[config.mk]
export PLATFORM = sky130hd
export DESIGN_NAME = mvna_ctrl
export DESIGN_NICKNAME = d
export VERILOG_FILES = /design/src/rtl/mvna_pkg.sv /design/src/rtl/mvna_ctrl.sv
export SDC_FILE = /design/constraint.sdc
export NUM_CORES = 1
export LEC_CHECK = 0
export BUFFER_PORTS_ARGS = -buffer_cell sky130_fd_sc_hd__buf_2
export CORE_ASPECT_RATIO = 0.9
export CORE_UTILIZATION = 52
export CTS_CLUSTER_DIAMETER = 50
export DETAILED_ROUTE_END_ITERATION = 7
export PLACE_DENSITY_LB_ADDON = 0.05
export SYNTH_ARGS = -nofsm -noshare
export SYNTH_HDL_FRONTEND = slang
export SYNTH_SLANG_ARGS = --single-unit
[constraint.sdc]
create_clock -name clk -period 2.2 [get_ports clk]
set_clock_uncertainty 0.2 [all_clocks]
set_input_delay 0 -clock clk [delete_from_list [all_inputs] [get_ports clk]]
set_output_delay 0 -clock clk [all_outputs]
set_load 0.03 [all_outputs]
[src/rtl/mvna_pkg.sv]
// ============================================================================
// mvna_pkg
// Shared types and constants for the vertex normal accumulator: request
// codes, controller commands and datapath status.
// ============================================================================
package mvna_pkg;

    localparam int IDX_W = 12;
    localparam int POS_W = 16;
    localparam int VCNT_W = 13;
    localparam int ACC_W = 48;
    localparam int NRM_W = 16;

    localparam logic [VCNT_W-1:0] VCOUNT_RESET = 13'd4096;

    typedef enum logic [1:0] {
        REQ_POS_WRITE   = 2'd0,
        REQ_TRIANGLE    = 2'd1,
        REQ_READ_NORMAL = 2'd2,
        REQ_UNUSED      = 2'd3
    } req_t;

    typedef enum logic [4:0] {
        OP_NOP,
        OP_LATCH,
        OP_CLEAR,
        OP_POS_WRITE,
        OP_POS_READ,
        OP_EDGE,
        OP_CROSS,
        OP_ACC_READ,
        OP_ACC_WRITE,
        OP_NRM_LOAD,
        OP_SHIFT_LEFT,
        OP_SHIFT_RIGHT,
        OP_SQUARE,
        OP_SQRT_INIT,
        OP_SQRT_STEP,
        OP_DIV_INIT,
        OP_DIV_STEP,
        OP_DIV_WRITE,
        OP_OUT_LOAD
    } op_t;

    // Corner / component select; SEL_VERTEX addresses the request's vertex
    typedef enum logic [1:0] {
        SEL_A      = 2'd0,
        SEL_B      = 2'd1,
        SEL_C      = 2'd2,
        SEL_VERTEX = 2'd3
    } sel_t;

    typedef struct packed {
        op_t  op;
        sel_t sel;
        logic cap_en;
        sel_t cap_sel;
    } cmd_t;

    typedef struct packed {
        req_t req;
        logic bad;
        logic nrm_zero;
        logic nrm_low;
        logic nrm_high;
        logic clr_last;
    } sts_t;

endpackage

[src/rtl/mvna_ctrl.sv]
// ============================================================================
// mvna_ctrl
// Controller: sequences the datapath for each request and owns the
// input/output handshakes.
// ============================================================================
module mvna_ctrl
    import mvna_pkg::*;
(
    input  logic clk,
    input  logic rst_n,
    input  logic in_valid,
    output logic in_ready,
    output logic out_valid,
    input  logic out_ready,
    input  sts_t sts,
    output cmd_t cmd
);

    typedef enum logic [4:0] {
        S_CLEAR,
        S_IDLE,
        S_DISPATCH,
        S_POS_WRITE,
        S_TRI_RA,
        S_TRI_RB,
        S_TRI_RC,
        S_TRI_CAP,
        S_TRI_EDGE,
        S_TRI_CROSS,
        S_TRI_ARD,
        S_TRI_AWR,
        S_RD_ACC,
        S_NRM_LOAD,
        S_NRM_NORM,
        S_NRM_SQ,
        S_SQRT_INIT,
        S_SQRT_STEP,
        S_DIV_INIT,
        S_DIV_STEP,
        S_DIV_WRITE,
        S_FINISH
    } state_t;

    state_t     state_reg, state_next;
    logic [4:0] cnt_reg, cnt_next;
    logic [1:0] comp_reg, comp_next;
    logic       out_valid_reg, out_valid_next;
    sel_t       comp_sel;

    assign comp_sel = sel_t'(comp_reg);

    always_comb
    begin
        state_next     = state_reg;
        cnt_next       = cnt_reg;
        comp_next      = comp_reg;
        out_valid_next = out_valid_reg && !out_ready;
        cmd            = '{op: OP_NOP, sel: comp_sel, cap_en: 1'b0, cap_sel: SEL_A};

        case (state_reg)
            S_CLEAR:
            begin
                cmd.op = OP_CLEAR;
                if (sts.clr_last)
                    state_next = S_IDLE;
            end
            S_IDLE:
            begin
                if (in_valid)
                begin
                    cmd.op     = OP_LATCH;
                    state_next = S_DISPATCH;
                end
            end
            S_DISPATCH:
            begin
                comp_next = 2'd0;
                cnt_next  = '0;
                if (sts.bad)
                    state_next = S_FINISH;
                else
                begin
                    case (sts.req)
                        REQ_POS_WRITE:   state_next = S_POS_WRITE;
                        REQ_TRIANGLE:    state_next = S_TRI_RA;
                        REQ_READ_NORMAL: state_next = S_RD_ACC;
                        default:         state_next = S_FINISH;
                    endcase
                end
            end
            S_POS_WRITE:
            begin
                cmd.op     = OP_POS_WRITE;
                cmd.sel    = SEL_VERTEX;
                state_next = S_FINISH;
            end
            S_TRI_RA:
            begin
                cmd.op     = OP_POS_READ;
                cmd.sel    = SEL_A;
                state_next = S_TRI_RB;
            end
            S_TRI_RB:
            begin
                cmd.op      = OP_POS_READ;
                cmd.sel     = SEL_B;
                cmd.cap_en  = 1'b1;
                cmd.cap_sel = SEL_A;
                state_next  = S_TRI_RC;
            end
            S_TRI_RC:
            begin
                cmd.op      = OP_POS_READ;
                cmd.sel     = SEL_C;
                cmd.cap_en  = 1'b1;
                cmd.cap_sel = SEL_B;
                state_next  = S_TRI_CAP;
            end
            S_TRI_CAP:
            begin
                cmd.cap_en  = 1'b1;
                cmd.cap_sel = SEL_C;
                state_next  = S_TRI_EDGE;
            end
            S_TRI_EDGE:
            begin
                cmd.op     = OP_EDGE;
                state_next = S_TRI_CROSS;
            end
            S_TRI_CROSS:
            begin
                cmd.op = OP_CROSS;
                if (comp_reg == 2'd2)
                begin
                    comp_next  = 2'd0;
                    state_next = S_TRI_ARD;
                end
                else
                    comp_next = comp_reg + 2'd1;
            end
            S_TRI_ARD:
            begin
                // read this corner; written back next cycle so a repeated
                // corner sees the previous update
                cmd.op     = OP_ACC_READ;
                state_next = S_TRI_AWR;
            end
            S_TRI_AWR:
            begin
                cmd.op = OP_ACC_WRITE;
                if (comp_reg == 2'd2)
                    state_next = S_FINISH;
                else
                begin
                    comp_next  = comp_reg + 2'd1;
                    state_next = S_TRI_ARD;
                end
            end
            S_RD_ACC:
            begin
                cmd.op     = OP_ACC_READ;
                cmd.sel    = SEL_VERTEX;
                state_next = S_NRM_LOAD;
            end
            S_NRM_LOAD:
            begin
                cmd.op     = OP_NRM_LOAD;
                state_next = S_NRM_NORM;
            end
            S_NRM_NORM:
            begin
                if (sts.nrm_zero)
                    state_next = S_FINISH;
                else if (sts.nrm_low)
                    cmd.op = OP_SHIFT_LEFT;
                else if (sts.nrm_high)
                    cmd.op = OP_SHIFT_RIGHT;
                else
                    state_next = S_NRM_SQ;
            end
            S_NRM_SQ:
            begin
                cmd.op = OP_SQUARE;
                if (comp_reg == 2'd2)
                begin
                    comp_next  = 2'd0;
                    state_next = S_SQRT_INIT;
                end
                else
                    comp_next = comp_reg + 2'd1;
            end
            S_SQRT_INIT:
            begin
                cmd.op     = OP_SQRT_INIT;
                cnt_next   = '0;
                state_next = S_SQRT_STEP;
            end
            S_SQRT_STEP:
            begin
                cmd.op   = OP_SQRT_STEP;
                cnt_next = cnt_reg + 5'd1;
                if (cnt_reg == 5'd31)
                    state_next = S_DIV_INIT;
            end
            S_DIV_INIT:
            begin
                cmd.op     = OP_DIV_INIT;
                cnt_next   = '0;
                state_next = S_DIV_STEP;
            end
            S_DIV_STEP:
            begin
                cmd.op   = OP_DIV_STEP;
                cnt_next = cnt_reg + 5'd1;
                if (cnt_reg == 5'd15)
                    state_next = S_DIV_WRITE;
            end
            S_DIV_WRITE:
            begin
                cmd.op = OP_DIV_WRITE;
                if (comp_reg == 2'd2)
                    state_next = S_FINISH;
                else
                begin
                    comp_next  = comp_reg + 2'd1;
                    state_next = S_DIV_INIT;
                end
            end
            S_FINISH:
            begin
                if (!out_valid_reg || out_ready)
                begin
                    cmd.op         = OP_OUT_LOAD;
                    out_valid_next = 1'b1;
                    state_next     = S_IDLE;
                end
            end
            default:
            begin
                state_next = S_IDLE;
            end
        endcase
    end

    always_ff @(posedge clk or negedge rst_n)
    begin
        if (!rst_n)
        begin
            state_reg     <= S_CLEAR;
            cnt_reg       <= '0;
            comp_reg      <= '0;
            out_valid_reg <= 1'b0;
        end
        else
        begin
            state_reg     <= state_next;
            cnt_reg       <= cnt_next;
            comp_reg      <= comp_next;
            out_valid_reg <= out_valid_next;
        end
    end

    assign in_ready  = (state_reg == S_IDLE);
    assign out_valid = out_valid_reg;

endmodule

; Word level (Yosys, flattened, before mapping)
; Cells that the tools add are included.
; W data, S select, Z words.
[totals]
ram_bits = 0
out_inout_bits = 12
latchBits = 0
mem_count = 0
word_cells = 88
rom_bits = 0
register_bits = 13
input_bits = 11
[classes]
div_mod_pow = 0
n_eq_ne = 36
n_addsub = 2
order_cmp = 0
mul = 0
shift = 0
n_mux = 29
reduce_logical = 17
bitwise = 0
[op_table]
columns = cell, count
row1 = $pmux W5 S22, 1
row2 = $pmux W5 S17, 1
row3 = $mux W5, 13
row4 = $eq A5 B4 Y1 const B, 9
row5 = $eq A5 B5 Y1 const B, 7
row6 = $eq A5 B3 Y1 const B, 4
row7 = $ne A2 B2 Y1 const B, 8
row8 = $pmux W5 S3, 1
row9 = $mux W4, 3
row10 = $eq A5 B2 Y1 const B, 2
row11 = $pmux W5 S2, 1
row12 = $reduce_or A2 Y1, 5
row13 = $pmux W3 S3, 1
row14 = $reduce_and A9 Y1, 1
row15 = $pmux W2 S4, 1
row16 = $ne A3 B3 Y1 const B, 2
row17 = $pmux W2 S3, 1
row18 = $reduce_or A3 Y1, 2
row19 = $add A5 B1 Y5 const B, 1
row20 = $eq A5 B1 Y1 const B, 1
row21 = $logic_not A5 Y1, 1
row22 = $eq A2 B2 Y1 const B, 2
row23 = $mux W2, 2
row24 = $mux W1, 3
row25 = other kinds (10), 11

; Longest topological paths before layout
; Gate-level depths: netlist of the first run.
[depth]
ltp_word = 4
ltp_mapped = 8
depth_no_buf = 8

; Worst setup path after synthesis of the first run
; Ideal clock, no wire load.
[synth_path]
kind = reg2reg
startpoint = register comp_reg[0]
endpoint = register comp_reg[0]
path_buffers = 0
arrival_time_ps = 1825
setup_time_ps = 128
period_less_slack_ps = 2152
required_time_ps = 1872
path_stages_with_launch = 7
slack_ps = 48
cell_sequence = dfrtp_1 > inv_1 > ha_1 > or3b_1 > o2bb2a_4 > o31ai_4 > mux2_1
[synth_between]
elab_chain_len = 3
elab_cells_between_ends = 7
classes_between = 1 x add/sub / 2 x eq/ne / 3 x mux / 1 x reduce/logical
[synth_rtl]
columns = element, line_no
row1 = from (decl), mvna_ctrl.sv:46  ; logic [1:0] comp_reg, comp_next;
row2 = from (signal assigned), mvna_ctrl.sv:258  ; comp_reg <= comp_next;
row3 = $add A2 B1 Y2 / $eq A2 B2 Y1 (equally long branches), n/a
row4 = $mux W2 (tied with other cells), "mvna_ctrl.sv:151, mvna_ctrl.sv:221"
row5 = $pmux W2 S3 / $reduce_and A2 Y1 (equally long branches), n/a
; Several ways; a longest one is shown, not always the timed one. The select of a mux whose other input is x is not followed.
; A chain may end at the register's enable or synchronous reset.

; Final worst setup path of the first run
[layout_path]
startpoint = register cnt_reg[1]
endpoint = register state_reg[1]
[layout_between]
elab_chain_len = 3
elab_cells_between_ends = 5
classes_between = 4 x eq/ne / 1 x reduce/logical
[layout_rtl]
columns = element, line_no
row1 = from (decl), mvna_ctrl.sv:45  ; logic [4:0] cnt_reg, cnt_next;
row2 = from (signal assigned), mvna_ctrl.sv:257  ; cnt_reg <= cnt_next;
row3 = $eq A5 B4 Y1 / $eq A5 B5 Y1 (equally long branches), "mvna_ctrl.sv:215, mvna_ctrl.sv:202"
row4 = $ne A2 B2 Y1 (no source line), n/a
row5 = $reduce_and A9 Y1 (no source line) (*), n/a
row6 = to (signal assigned), mvna_ctrl.sv:256  ; state_reg <= state_next;
row7 = to (decl), mvna_ctrl.sv:44  ; state_t state_reg, state_next;
; Mark *: on every way between the ends. The rest lies on a longest branch, timed or not.

==> results of run 1 <==
path summary, 6_finish.rpt:
kind	end	slack, ps
hold reg to reg	cnt_reg[3]	300
max in group asynchronous	state_reg[0]	780
hold / removal	state_reg[4]	9
min in group asynchronous	state_reg[2]	590
setup / recovery	state_reg[1]	-10
setup reg to reg	state_reg[1]	-10
report_power, final:
| group | switching, mW | total (mW) | internal [mW] |
|---|---|---|---|
| Clock | 0.0821 | 0.150 | 0.0675 |
| Combinational | 1.37 | 2.48 | 1.11 |
| Sequential | 0.105 | 0.422 | 0.318 |
| Total | 1.56 | 3.05 | 1.50 |
cell type report:
cell class / instances / area, um2
inverters: 13 / 48.8
repair buffers: 57 / 413
clock buffers: 3 / 22.5
multi-input cells: 154 / 1170
well taps: 40 / 50.0
clock inverters: 1 / 5.00
fillers: 226 / 801
flip-flops and latches: 13 / 328
cell usage after synthesis (all sizes together), types with 5 or more instances:
master	instances
dfrtp	13
ha	9
mux2	5
a21oi	11
nor2b	6
o21ai	15
inv	13
nand2	16
buf	15
nor2	18
nand2b	9
nand3	6
worst min-delay path: cells and delay by family:
kind / cells / cell delay (ps)
buf+inv: 1 / 100
simple gates: 1 / 50
compound gates: 3 / 310
cells in the final DEF, fill, tap and decap left out, types with 6 or more instances in the layout:
master    count
a21oi_1      11
buf_2        19
buf_4        31
dfrtp_1      11
ha_1          6
inv_1        12
nand2_1      16
nand2b_1      8
nand3_1       6
nor2_1       18
nor2b_1       6
o21ai_0      12
cell families (layout without fill, tap and decap cells):
family                     Yosys count  in the layout  share of synthesized area
and+or+nand+nor                     74             74                      0.250
AOI/OAI and AO/OA                   61             61                      0.308
buffers and inverters               29             74                     0.0987
DFF                                 13             13                      0.202
adders and majority gates            9              9                     0.0700
muxes                                7              7                     0.0544
xor gates and xnor gates             3              3                     0.0163
per-layer routing:
metal	global-route usage	wire, um
met2	0.452	2090
met3	0.0709	380
met5	0	0
met1	0.449	2150
met4	0.0833	36
through the flow:
step	setup TNS [ps]	hold slack (ps)	utilization
6_report	-40.9	8.86	0.718
5_1_grt	-229	85.1	0.718
4_1_cts	0	6.78	0.688
3_5_place_dp	0	-298	0.654
3_3_place_gp	0	-307	0.654
2_1_floorplan	0	-496	-
timing repair:
item | in CTS | in global routing
hold buffers | 3 | 0
endpoints found under the hold margin | 14 | 0
setup buffers | 4 | 5
gates resized for setup | 4 | 12
endpoints found under the setup margin | 7 | 7
gates cloned | 0 | 0
pin swaps | 2 | 4
==> flow_metrics.tcl, run 1 <==
set metrics [dict create \
    root_buffer "clkbuf_4" \
    ios 23 \
    stdcell_area_mm2 0.00204 \
    port_buffers 22 \
    min_path_cells 5 \
    antenna_found_initial 0 \
    worstSetupStartpoint "cnt_reg[1]" \
    crit_arrival_ps 2190 \
    hold_violations 0 \
    worst_r2r_path_depth 8 \
    ys.flop_type "dfrtp_1" \
    synth_area_leaders "dfrtp_1 20%, ha_1 7.0%, nor2_1 4.2%, o21ai_0 4.0%, buf_4 3.7%" \
    wirelength_mm 4.66 \
    insertion_delay_ps 290 \
    async_reset_ff_frac 1.00 \
    die_area_mm2 0.00332 \
    cp_num_cells 8 \
    status "finished, violations left" \
    syn_avg_cell_area_um2 8.21 \
    critPathMaxFanout 3 \
    layout.cells.non_filler 281 \
    grt_pass1_vias 1480 \
    setup_viol 3 \
    grt_max_degree 20 \
    worstMarginPinSlew_ps 616 \
    synthesis.area_mm2 0.00161 \
    finalCritPeriodShare 1.01 \
    ys_ff_latch 13 \
    path_buf_inv 1 \
    max_stage_delay_ps 380 \
    wl_per_cell_um 16.6 \
    required_ps 2180 \
    seq_area_frac_synth 0.202 \
    fmax_mhz 451 \
    gp_congestion 0.949 \
    synth_top_area_frac 0.202 \
    drive_gt1_frac 0.340 \
    min_path_type "input pin to register" \
    cts_tree "built" \
    dr.pass1.iters 5 \
    syn_inst 196 \
    crit_type "register to register" \
    core_area_mm2 0.00284 \
    p_total_mw 3.05 \
    slew-limit-headroom 0.588 \
    crit_chain "ha_2 -> and3_4 -> ha_4 -> mux2i_2 -> a32oi_2 -> inv_2 -> a211oi_4 -> mux2_4" \
    via_per_inst 5.90 \
    numCtsBuffers 3 \
    ir_drop_v 0.000879 \
    p_per_area_mw_per_mm2 1500 \
    synth_top_cell_by_area "dfrtp_1" \
    synth_cell_type_count 59 \
    vias 1657 \
    area_growth_pct 26.6 \
    cts_num_sinks 13 \
    p_leak_nw 0.912 \
    critPathTopFamily "compound AO/OA/AOI/OAI gates" \
    dp_hpwl_mm 3.48 \
    drc 0 \
    r2r-start "cnt_reg[1]" \
    track_usage 0.308 \
    cts.path.max_buffers 2 \
    synth-edff-count 0 \
    rows 18 \
    yosysWarnings 0 \
    nets 262 \
    grt_overflow 0 \
    h-tree-depth 1 \
    diodes 0 \
    initial_core_util 0.567 \
    place_area_mm2 0.00186 \
    worstSetupStartpointType "register" \
    crit_slowest_cell "dfrtp_1" \
    syn_nets 216 \
    die_h_um 54.8 \
    clkTransAtPathRegs_ps 90 \
    slew_viol_final 0 \
    min_from "sts[4]" \
    violations "negative setup slack" \
    place_inst 265 \
    min_period_ps 2210 \
    drt-initial-drc-count 149 \
    place_ws_ps 4.19 \
    die_w_um 60.6 \
    cap_violations 0 \
    cp-end-kind "register" \
    grt_pass1_wl_mm 7.35 \
    grt_setup_unrepaired "yes" \
    antenna_left 0 \
    setup_ws_ps -14.8 \
]
No activity file was read; power rests on OpenSTA's default activity.
==> inputs of run 2 (changes only) <==
MAX_ROUTING_LAYER = met4   (was default)
==> flow_metrics.tcl, run 2 (synthesis gave the netlist of run 1 again) <==
set metrics [dict create \
    finalCritPeriodShare 0.996 \
    crit_arrival_ps 2160 \
    via_per_inst 6.16 \
    fmax_mhz 457 \
    port_buffers 22 \
    crit_slowest_cell "dfrtp_1" \
    cap_violations 0 \
    area_growth_pct 26.5 \
    hold_violations 0 \
    clkTransAtPathRegs_ps 80 \
    die_area_mm2 0.00332 \
    cp-end-kind "register" \
    antenna_left 0 \
    min_from "sts[4]" \
    dr.pass1.iters 5 \
    insertion_delay_ps 280 \
    r2r-start "cnt_reg[1]" \
    h-tree-depth 1 \
    cts_num_sinks 13 \
    grt_max_degree 20 \
    ios 23 \
    die_w_um 60.6 \
    slew_viol_final 0 \
    die_h_um 54.8 \
    layout_common_cells "31 x buf_4, 20 x buf_2, 18 x nor2_1" \
    crit_type "register to register" \
    min_period_ps 2190 \
    antenna_found_initial 0 \
    cts.path.max_buffers 2 \
    setup_viol 0 \
    layout_commonest_cell "buf_4" \
    wl_per_cell_um 17.4 \
    core_area_mm2 0.00284 \
    status "finished clean" \
    track_usage 0.307 \
    critPathTopFamily "compound AO/OA/AOI/OAI gates" \
    worstSetupStartpointType "register" \
    dp_hpwl_mm 3.49 \
    gp_congestion 1.04 \
    initial_core_util 0.567 \
    critPathMaxFanout 3 \
    wirelength_mm 4.90 \
    tns_ps 0 \
    grt_pass1_vias 1519 \
    p_leak_nw 0.910 \
    setup_ws_ps 9.62 \
    vias 1730 \
    numCtsBuffers 3 \
    drive_gt1_frac 0.340 \
    grt_pass1_wl_mm 7.04 \
    ir_drop_v 0.00104 \
    rows 18 \
    crit_chain "ha_2 -> and3_4 -> ha_4 -> mux2i_2 -> a32oi_2 -> inv_2 -> a211oi_4 -> mux2_4" \
    grt_overflow 0 \
    p_total_mw 3.09 \
    diodes 0 \
    slew-limit-headroom 0.572 \
    min_path_type "input pin to register" \
    required_ps 2170 \
    worstMarginPinSlew_ps 635 \
    drt-initial-drc-count 126 \
    final_core_util 0.717 \
    p_per_area_mw_per_mm2 1520 \
    root_buffer "clkbuf_4" \
    worstSetupStartpoint "cnt_reg[1]" \
    max_stage_delay_ps 370 \
    place_ws_ps 6.86 \
    nets 262 \
    grt_setup_unrepaired "yes" \
    cts_tree "built" \
    drc 0 \
    path_buf_inv 1 \
]
run 2: final cells by class:
class / count / area, um2
multi-input combinational: 154 / 1170
timing repair buffer: 57 / 410
fill: 230 / 802
tap: 40 / 50.0
sequential: 13 / 328
clock buffer: 4 / 26.3
inverter: 13 / 48.8
run 2: per-layer routing:
metal,up-vias,track usage,wire [um]
li1,798,-,-
met1,823,0.384,2040
met2,99,0.504,2350
met3,10,0.0591,415
met4,0,0.0947,89
met5,-,-,0
run 2: stage by stage:
step,hold slack [ps],area (um2),cells
after floorplan,-496,1610,196
after global routing,54.8,2040,281
after detailed placement,-299,1860,265
after global placement,-306,1860,265
final,16.3,2040,281
after CTS,6.89,1930,274
run 2: worst min-delay path: cells and delay by family:
family | cells | cell delay [ps]
compound gates | 1 | 170
mux | 1 | 140
buf+inv | 1 | 100
simple gates | 1 | 50
run 2: power by group:
part	switching, mW	total (mW)	internal (mW)
logic	1.40	2.52	1.12
clock network	0.0853	0.156	0.0705
registers	0.103	0.421	0.318
total	1.59	3.09	1.51
run 2: final timing paths:
kind / endpoint / slack (ps) / depth (start not counted)
max: state_reg[0] / 10 / 8
min: state_reg[0] / 20 / 4
max reg2reg: state_reg[0] / 10 / 8
min reg2reg: cnt_reg[3] / 340 / 1
max in group asynchronous: state_reg[0] / 730 / 3
min in group asynchronous: cnt_reg[3] / 630 / 3
run 2: timing repair:
item                                   CTS  global route
setup endpoints to repair                7             9
buffers inserted                         2             7
hold buffers                             3             0
resized for setup                        2            15
endpoints found under the hold margin   14             0
pin swaps                                2             3
